===== src/pts_pkg.sv =====
// shared types and constants for the point to segment/ray/line distance block
// no dependencies
package pts_pkg;

	localparam int COORD_BITS    = 16;
	localparam int OUT_FRAC_BITS = 8;

	// derived widths
	localparam int DIFF_W  = COORD_BITS + 1;
	localparam int PROD_W  = 2 * DIFF_W;
	localparam int SUM_W   = PROD_W + 1;
	localparam int FRAC2   = 2 * OUT_FRAC_BITS;
	localparam int Q_W     = PROD_W + FRAC2;
	localparam int NUM_W   = Q_W + PROD_W + 1;
	localparam int DSH_W   = PROD_W + Q_W - 1;
	localparam int RAD_W   = Q_W;
	localparam int DIST_W  = Q_W / 2;
	localparam int HALF_W  = PROD_W / 2;

	typedef enum logic [1:0] {
		MODE_POINT,
		MODE_SEG,
		MODE_RAY,
		MODE_LINE
	} pts_mode_t;

	// control that travels beside the payload through the cell chains
	typedef struct packed {
		logic valid;
		logic degen;
	} pts_ctl_t;

endpackage


===== src/pts_sqrt_cell.sv =====
// one square root cell: settles one root bit per item
// depends on pts_pkg
module pts_sqrt_cell (
	input  logic                       clk,
	input  logic                       arst_n,
	input  pts_pkg::pts_ctl_t          ctl_i,
	input  logic [pts_pkg::RAD_W-1:0]  rem_i,
	input  logic [pts_pkg::RAD_W-1:0]  res_i,
	input  logic [pts_pkg::RAD_W-1:0]  bit_i,
	output pts_pkg::pts_ctl_t          ctl_o,
	output logic [pts_pkg::RAD_W-1:0]  rem_o,
	output logic [pts_pkg::RAD_W-1:0]  res_o,
	output logic [pts_pkg::RAD_W-1:0]  bit_o
);
	import pts_pkg::*;

	logic [RAD_W:0] trial;
	logic           ge;

	// trial value res + bit against the remainder
	assign trial = (RAD_W+1)'(res_i) + (RAD_W+1)'(bit_i);
	assign ge    = ({1'b0, rem_i} >= trial);

	// control register
	always_ff @(posedge clk or negedge arst_n) begin
		if (!arst_n) begin
			ctl_o <= '0;
		end else begin
			ctl_o <= ctl_i;
		end
	end

	// payload register
	always_ff @(posedge clk) begin
		rem_o <= ge ? (rem_i - trial[RAD_W-1:0]) : rem_i;
		res_o <= ge ? ((res_i >> 1) + bit_i) : (res_i >> 1);
		bit_o <= bit_i >> 2;
	end

endmodule


===== config.mk =====
export PLATFORM = sky130hd
export DESIGN_NAME = pts_sqrt_cell
export DESIGN_NICKNAME = d
export VERILOG_FILES = /design/src/pts_pkg.sv /design/src/pts_sqrt_cell.sv
export SDC_FILE = /design/constraint.sdc
export NUM_CORES = 1
export LEC_CHECK = 0
export BUFFER_PORTS_ARGS = -buffer_cell sky130_fd_sc_hd__buf_2
export CORE_MARGIN = 1.5
export CORE_UTILIZATION = 45
export DETAILED_ROUTE_END_ITERATION = 10
export PLACE_DENSITY = 0.69
export SYNTH_ARGS = -nofsm -noshare
export SYNTH_HDL_FRONTEND = slang
export SYNTH_SLANG_ARGS = --single-unit

===== constraint.sdc =====
create_clock -name clk -period 0.9 [get_ports clk]
set_input_delay 0.045 -clock clk [delete_from_list [all_inputs] [get_ports clk]]
set_output_delay 0.045 -clock clk [all_outputs]
set_load 0.005 [all_outputs]

# Yosys cells after proc, flatten, opt, wreduce, memory -nomap -nowiden
# Cells that the tools add are included.
[word_totals] reg_bits=150 input_bits=154 output_inout_bits=152 elab_cells=12
[classes] n_addsub=3 magnitude_cmp=1 n_mux=2
[op_table] op="adder 50 x 50 -> 51 bit" count=1
[op_table] op=">= comparator 50 x 51 -> 1 bit" count=1
[op_table] op="adder 49 x 50 -> 50 bit" count=1
[op_table] op="two-way mux 50 bit" count=1
[op_table] op="subtractor 50 bit" count=1
[op_table] op="two-way mux 49 bit" count=1

# Longest topological paths before layout
# Gate-level depths: netlist (run 1).
[depth] ltp_word=3 mapped_depth=26 mapped_depth_nobuf=24

# Worst setup path before layout (run 1)
# No wires, ideal clock.
[synth_timing] path_kind="input to register" start="input res_i[0] (netlist name)" end="register rem_o[48] (netlist name)" t_arrival_ns=4.658 required_ns=0.777 setup_slack_ns=-3.881 stages=26 cell_sequence="ha_1 inv_1 fa_1 nand2b_1 a21oi_1 o21ai_0 o21bai_1 a41o_1 a31oi_1 o311ai_1 or3b_1 a31oi_1 xor2_1 ha_1 a21oi_1 o21bai_1 a21o_1 a21oi_1 nor2_1 or3_1 a21oi_1 o31a_1 or2_1 buf_6 buf_2 mux2_1"
[synth_via] elab_chain_cells=3
[synth_rtl] item="from (decl)" line_no="pts_sqrt_cell.sv:8" text="input logic [pts_pkg::RAD_W-1:0] res_i,"
[synth_rtl] item="adder 50 x 50 -> 51 bit *" line_no="pts_sqrt_cell.sv:21" text="assign trial = (RAD_W+1)'(res_i) + (RAD_W+1)'(bit_i);"
[synth_rtl] item="subtractor 50 bit or >= comparator 50 x 51 -> 1 bit (tied branches)" line_no="pts_sqrt_cell.sv:35, pts_sqrt_cell.sv:22"
[synth_rtl] item="two-way mux 50 bit *" line_no="pts_sqrt_cell.sv:35" text="rem_o <= ge ? (rem_i - trial[RAD_W-1:0]) : rem_i;"
[synth_rtl] item="to (signal assigned)" line_no="pts_sqrt_cell.sv:35"
[synth_rtl] item="to (decl)" line_no="pts_sqrt_cell.sv:11" text="output logic [pts_pkg::RAD_W-1:0] rem_o,"
# Every way passes the cells marked *; elsewhere a longest branch is shown, timed or not.
# A chain may end at the register's enable or synchronous reset.

# Worst setup path after layout (run 1)
[layout_timing] start="input res_i[13] (netlist name)" end="register res_o[38] (netlist name)"
[layout_via] elab_chain_cells=3
[layout_rtl] item="adder 50 x 50 -> 51 bit" line_no="pts_sqrt_cell.sv:21"
[layout_rtl] item=">= comparator 50 x 51 -> 1 bit" line_no="pts_sqrt_cell.sv:22" text="assign ge = ({1'b0, rem_i} >= trial);"
[layout_rtl] item="two-way mux 49 bit *" line_no="pts_sqrt_cell.sv:36" text="res_o <= ge ? ((res_i >> 1) + bit_i) : (res_i >> 1);"
[layout_rtl] item="to (signal assigned)" line_no="pts_sqrt_cell.sv:36"
[layout_rtl] item="to (decl)" line_no="pts_sqrt_cell.sv:12" text="output logic [pts_pkg::RAD_W-1:0] res_o,"
# Marked as above.

==> impl_metrics.yaml, run 1 <==
clock_network:
  numClockSinks: 150
  clk_root_buffer_cell: "clkbuf_16"
  cts_buffers: 17
  cts_buffer_depth: 2
  tritoncts: "yes"
  htree_levels: 4
  path_clk_slew_ns: 0.07
floorplanning:
  dieHeight_um: 169
  std_cell_rows: 60
  dieArea_sq_mm: 0.0285
  initial_core_util: 0.459
  core_sq_mm: 0.0270
  num_io_pins: 306
  die-width_um: 169
setup_path:
  critPathKind: "input port to flop"
  endpoint_kind: "flop"
  worstPathRequired_ns: 1.21
  worstPathArrival_ns: 5.17
  path_max_fanout: 13
  worst_setup_path_start_kind: "input port"
synth:
  synth_area_sq_mm: 0.0124
  synth_area_leader_cell: "dfxtp_1"
  yosys-top-cells-count: "ha_1, dfxtp_1, a21oi_1"
  synth.most_common_cell: "ha_1"
  synth-async-reset-ratio: 0.0133
  postSynthAreaPerCell_sq_um: 8.57
  synth_warnings: 0
  yosys.area.top_type_share: 0.240
  synth_cell_types: 84
  synth_edf_count: 0
  synthTopCellsByArea: "dfxtp_1, ha_1, mux2_1, a21o_1, a21oi_1"
  ys_ff_latch: 150
  synthFlopType: "dfxtp_1"
  synth_cells: 1444
  yosysSeqAreaShare: 0.244
placement:
  placed_cell_area_sq_mm: 0.0185
  portBuffers: 303
  place.gp.congestion: 0.993
  post-dp-hpwl_um: 36300
sta:
  fin_hold_ws_ns: 0.00502
  setup_viol: 213
  rsz0062_at_grt: "true"
  min_period_ns: 4.86
  tns_ns: -386.88
  hold_violations: 0
  maxSlewViolCount: 0
  worst_slack_ns: -3.96
  worst_slew_pin_slew_ns: 0.658
  period_share: 5.40
  relSlewSlack: 0.557
  fmax_mhz: 206
finish:
  fill_cells: 1586
  drive_gt1_frac: 0.477
  fin_area_sq_mm: 0.0222
  area_growth_pct: 79.8
  fin_nets: 2763
  register_area_sq_mm: 0.00310
  multi_input_area_sq_mm: 0.00999
  utilization: 0.825
global_route:
  grt_max_degree: 29
  grt_pass1_vias: 16000
  grt_overflow: 0
  grt_usage: 0.357
  grt_pass1_wl_um: 80800
  antenna_found_initial: 4
drt:
  ant_nets: 0
  vias: 16600
  drc_errors: 0
  first_pass_iters: 6
  wl_per_cell_um: 20.6
  viasPerCell: 5.90
  drt_iter0_drc: 1633
  drt-total-wl_um: 58100
status:
  status: "complete, but fails checks"
  violations: "setup timing"
power_and_ir_drop:
  p_per_area_mw_per_mm2: 1780
  p_leak_nw: 11.1
  ir_drop_uv: 1090
  power_w: 0.0397
run:
  drv_cap: 0
hold_path:
  hp-class: "input port to flop"
-- worst max-delay path, stage by stage --
cell	delay [ns]
buf_2	0.13
ha_4	0.26
buf_4	0.15
a21oi_1	0.22
a21boi_1	0.14
a311o_1	0.32
a21oi_4	0.26
nor2_2	0.10
a21oi_2	0.19
buf_4	0.14
buf_4	0.11
xor2_1	0.27
ha_1	0.37
a21oi_1	0.26
nand2_1	0.15
a21boi_1	0.26
o21ai_2	0.10
a311oi_2	0.31
o31ai_4	0.13
a31oi_1	0.18
o31a_1	0.18
or2_4	0.16
buf_12	0.14
buf_12	0.18
mux2_1	0.38
-- metal layers --
metal / GRT usage / up-vias / share of wire
met3: 0.0486 / 326 / 0.079
met4: 0.210 / 0 / 0.072
met5: 0 / - / 0
met1: 0.429 / 7794 / 0.38
li1: - / 7445 / -
met2: 0.608 / 1035 / 0.47
-- path summary, 6_finish.rpt --
| path | startpoint | endpoint | cells past startpoint |
|---|---|---|---|
| min in group asynchronous | arst_n | ctl_o[0]$_DFF_PN0_ | 3 |
| worst min-delay path | res_i[34] | res_o[33]$_DFF_P_ | 4 |
| max in group asynchronous | arst_n | ctl_o[1]$_DFF_PN0_ | 3 |
| worst max-delay path | res_i[13] | res_o[38]$_DFF_P_ | 25 |
-- per-stage QoR --
stage	worst slack, ns	instances
after floorplan	-3.52	1445
after global placement	-4.15	2586
after detailed placement	-4.24	2586
after CTS	-3.70	2798
after global routing	-4.02	2815
final	-3.96	2815
-- state kept, by name, summed over array words and instances, names as in the netlist --
signal and flops:
bit_o 48, ctl_o 2, rem_o 50, res_o 50
-- layout by cell type (no fill, tap or decap), drive strengths merged, types with 6 or more instances in the layout --
master | netlist | routed
inv | 30 | 36
a211oi | 15 | 15
a31oi | 23 | 23
nor2b | 11 | 11
ha | 149 | 149
a21o | 102 | 102
a21oi | 138 | 138
clkinv | 0 | 6
buf | 17 | 892
o211ai | 13 | 13
o21a | 13 | 13
nand2b | 23 | 23
dfxtp | 148 | 148
a221oi | 7 | 7
and4 | 6 | 6
nor3 | 19 | 19
nor2 | 74 | 74
o21bai | 22 | 22
o31ai | 14 | 14
nand3 | 40 | 40
nand2 | 96 | 96
and3 | 21 | 21
dlygate4sd3 | 0 | 146
o21ai | 116 | 116
mux2 | 72 | 72
xnor2 | 75 | 75
clkbuf | 29 | 19
nand4 | 25 | 25
xor2 | 56 | 56
-- area by class of cell --
| class | count | share of cell area |
|---|---|---|
| Sequential cell | 150 | 0.139 |
| Clock buffer | 18 | 0.0197 |
| Multi-Input combinational cell | 1219 | 0.449 |
| Tap cell | 341 | 0.0192 |
| Antenna cell | 4 | 0.000450 |
| Timing Repair Buffer | 1039 | 0.362 |
| Clock inverter | 14 | 0.00517 |
| Inverter | 30 | 0.00506 |
-- kinds of logic after synthesis --
logic type,Yosys count,share of synthesized area
AO/OA/AOI/OAI,519,0.275
XOR/XNOR,131,0.0928
adder cells (fa/ha/maj),152,0.156
buffers and inverters,76,0.0292
flip-flops,150,0.244
multiplexers,74,0.0672
other,1,0.000303
AND/OR/NAND/NOR,341,0.136
-- where the power goes --
part | switching (W) | internal, W | total [W]
Clock | 0.00358 | 0.00368 | 0.00726
Sequential | 0.000573 | 0.00813 | 0.00871
Combinational | 0.0111 | 0.0125 | 0.0237
Total | 0.0153 | 0.0244 | 0.0397
-- what timing repair did --
item	in CTS	in global routing
pin swaps	40	38
setup endpoints to repair	217	250
hold buffers	146	0
cloned	6	1
endpoints found under the hold margin	146	0
resized for setup	130	156
buffers inserted	31	16
Note: power is estimated with default switching activity, not from simulation.
==> run 2: changes to the inputs <==
Settings changed: PLACE_DENSITY 0.69 to 0.72, RECOVER_POWER from default to 50.
Clock period 0.9 ns to 4.3 ns, I/O delays scaled along.
==> run 2 against run 1 <==
  * The run still ends with setup timing left
  * Design area fell by 13%
  * Combinational power fell by 81%
  * Non-clock buffer count shrank 304
  * Global-route usage fell by 4.4 points
  * Critical path depth is the same
  * Final cell count fell by 11%
  * Highest routed layer unchanged
  * Power fell by 80%
  * Core utilization shrank 11 points
  * Clock power down 77%
  * Via count is 14% lower
==> impl_metrics.yaml, run 2 (same netlist as run 1, synthesis figures left out) <==
placement:
  post-dp-hpwl_um: 34700
  place.gp.congestion: 0.960
  placed_cell_area_sq_mm: 0.0172
  portBuffers: 303
power_and_ir_drop:
  p_per_area_mw_per_mm2: 406
  ir_drop_uv: 204
  p_leak_nw: 9.53
drt:
  viasPerCell: 5.70
  drt_iter0_drc: 1040
  drc_errors: 0
  first_pass_iters: 5
  wl_per_cell_um: 18.6
  drt-total-wl_um: 46600
  vias: 14300
  ant_nets: 0
floorplanning:
  dieArea_sq_mm: 0.0285
  std_cell_rows: 60
  initial_core_util: 0.459
  die-width_um: 169
  num_io_pins: 306
  core_sq_mm: 0.0270
  dieHeight_um: 169
setup_path:
  crit_start: "bit_i[19]"
  worstPathArrival_ns: 5.01
  critPathKind: "input port to flop"
  worst_setup_path_start_kind: "input port"
  path_max_fanout: 8
  worstPathRequired_ns: 4.62
  endpoint_kind: "flop"
finish:
  fill_cells: 2061
  final_cell_mix: "buf_4, buf_2, dfxtp_1, ha_1, a21oi_1"
  layout_commonest_cell: "buf_4"
  largestRegisters: "rem_o: 50 flops, res_o: 50 flops, bit_o: 48 flops"
  fin_nets: 2459
  drive_gt1_frac: 0.408
  utilization: 0.716
  area_growth_pct: 56.0
  fin_area_sq_mm: 0.0193
hold_path:
  hp-class: "input port to flop"
  hold_start: "rem_i[6]"
clock_network:
  cts_buffers: 17
  clk_root_buffer_cell: "clkbuf_16"
  cts_buffer_depth: 2
  path_clk_slew_ns: 0.07
  tritoncts: "yes"
  numClockSinks: 150
  htree_levels: 4
sta:
  maxSlewViolCount: 0
  worst_slack_ns: -0.384
  worst_slew_pin_slew_ns: 0.741
  setup_viol: 100
  relSlewSlack: 0.506
  min_period_ns: 4.68
  fmax_mhz: 214
  rsz0062_at_grt: "true"
  hold_violations: 0
  period_share: 1.09
global_route:
  busiest_layer: "met2"
  grtUsageMet1: 0.394
  antenna_found_initial: 4
  grt_pass1_wl_um: 71100
  use_met3: 0.0526
  grt_max_degree: 29
  grt_overflow: 0
  grt_pass1_vias: 14200
  grt_usage: 0.313
  met2_usage: 0.523
status:
  violations: "setup timing"
  status: "complete, but fails checks"
run:
  drv_cap: 0
==> run 2: layout make-up <==
class / count / area [sq um] / share of cell area
inverter: 30 / 113 / 0.00583
clock buffer: 18 / 439 / 0.0228
multi-input combinational: 1219 / 9980 / 0.517
clock inverter: 14 / 190 / 0.00985
sequential: 150 / 3010 / 0.156
tap: 341 / 427 / 0.0221
antenna: 4 / 10.0 / 0.000519
timing repair buffer: 735 / 5120 / 0.265
==> run 2: layer usage <==
| layer | vias up | share of wire |
|---|---|---|
| li1 | 6834 | - |
| met1 | 6749 | 0.43 |
| met2 | 622 | 0.46 |
| met3 | 115 | 0.068 |
| met4 | 0 | 0.038 |
| met5 | - | 0 |
==> run 2: timing repair <==
item | in CTS | in global routing
buffers inserted | 31 | 13
resized for setup | 120 | 47
hold endpoints to repair | 23 | 1
hold buffers | 22 | 1
cloned | 5 | 5
pin swaps | 45 | 27
setup endpoints to repair | 100 | 100
==> run 2: stage by stage <==
| step | hold slack (ns) | setup TNS [ns] | total power [W] | setup WS, ns | cells |
|---|---|---|---|---|---|
| after global placement | -0.000426 | -81.08 | 0.00549 | -0.892 | 2403 |
| final | 0.0133 | -32.31 | 0.00784 | -0.384 | 2511 |
| after detailed placement | 0.00440 | -94.37 | 0.00554 | -1.05 | 2403 |
| after CTS | 0.000640 | -23.97 | 0.00763 | -0.333 | 2491 |
| after floorplan | -0.0806 | -23.14 | 0.00394 | -0.290 | 1445 |
| after global routing | 0.0162 | -50.38 | 0.00824 | -0.558 | 2510 |
==> run 2: power by group <==
group	switching, W	internal (W)
registers	0.0000896	0.00167
logic	0.00213	0.00228
clock network	0.000725	0.000950
==> run 2: worst max-delay path: stages <==
cell and delay (ns):
clkbuf_1 0.17, ha_4 0.24, buf_12 0.12, o21ai_0 0.22
o21ai_1 0.10, a22o_1 0.19, a41o_1 0.27, a31oi_4 0.25
o311ai_4 0.12, or3b_1 0.37, a31oi_1 0.16, xor2_1 0.23
ha_1 0.30, a21oi_2 0.15, o21bai_1 0.10, a21o_1 0.19
a21oi_2 0.12, nor2_1 0.05, or3_1 0.33, a21oi_2 0.12
o31a_1 0.16, or2_4 0.20, buf_12 0.16, buf_12 0.15
mux2_4 0.31
==> run 2: worst paths after layout <==
kind,end,cells past startpoint
setup / recovery,rem_o[16]$_DFF_P_,25
hold / removal,rem_o[6]$_DFF_P_,2
max in group asynchronous,ctl_o[1]$_DFF_PN0_,2
min in group asynchronous,ctl_o[0]$_DFF_PN0_,2
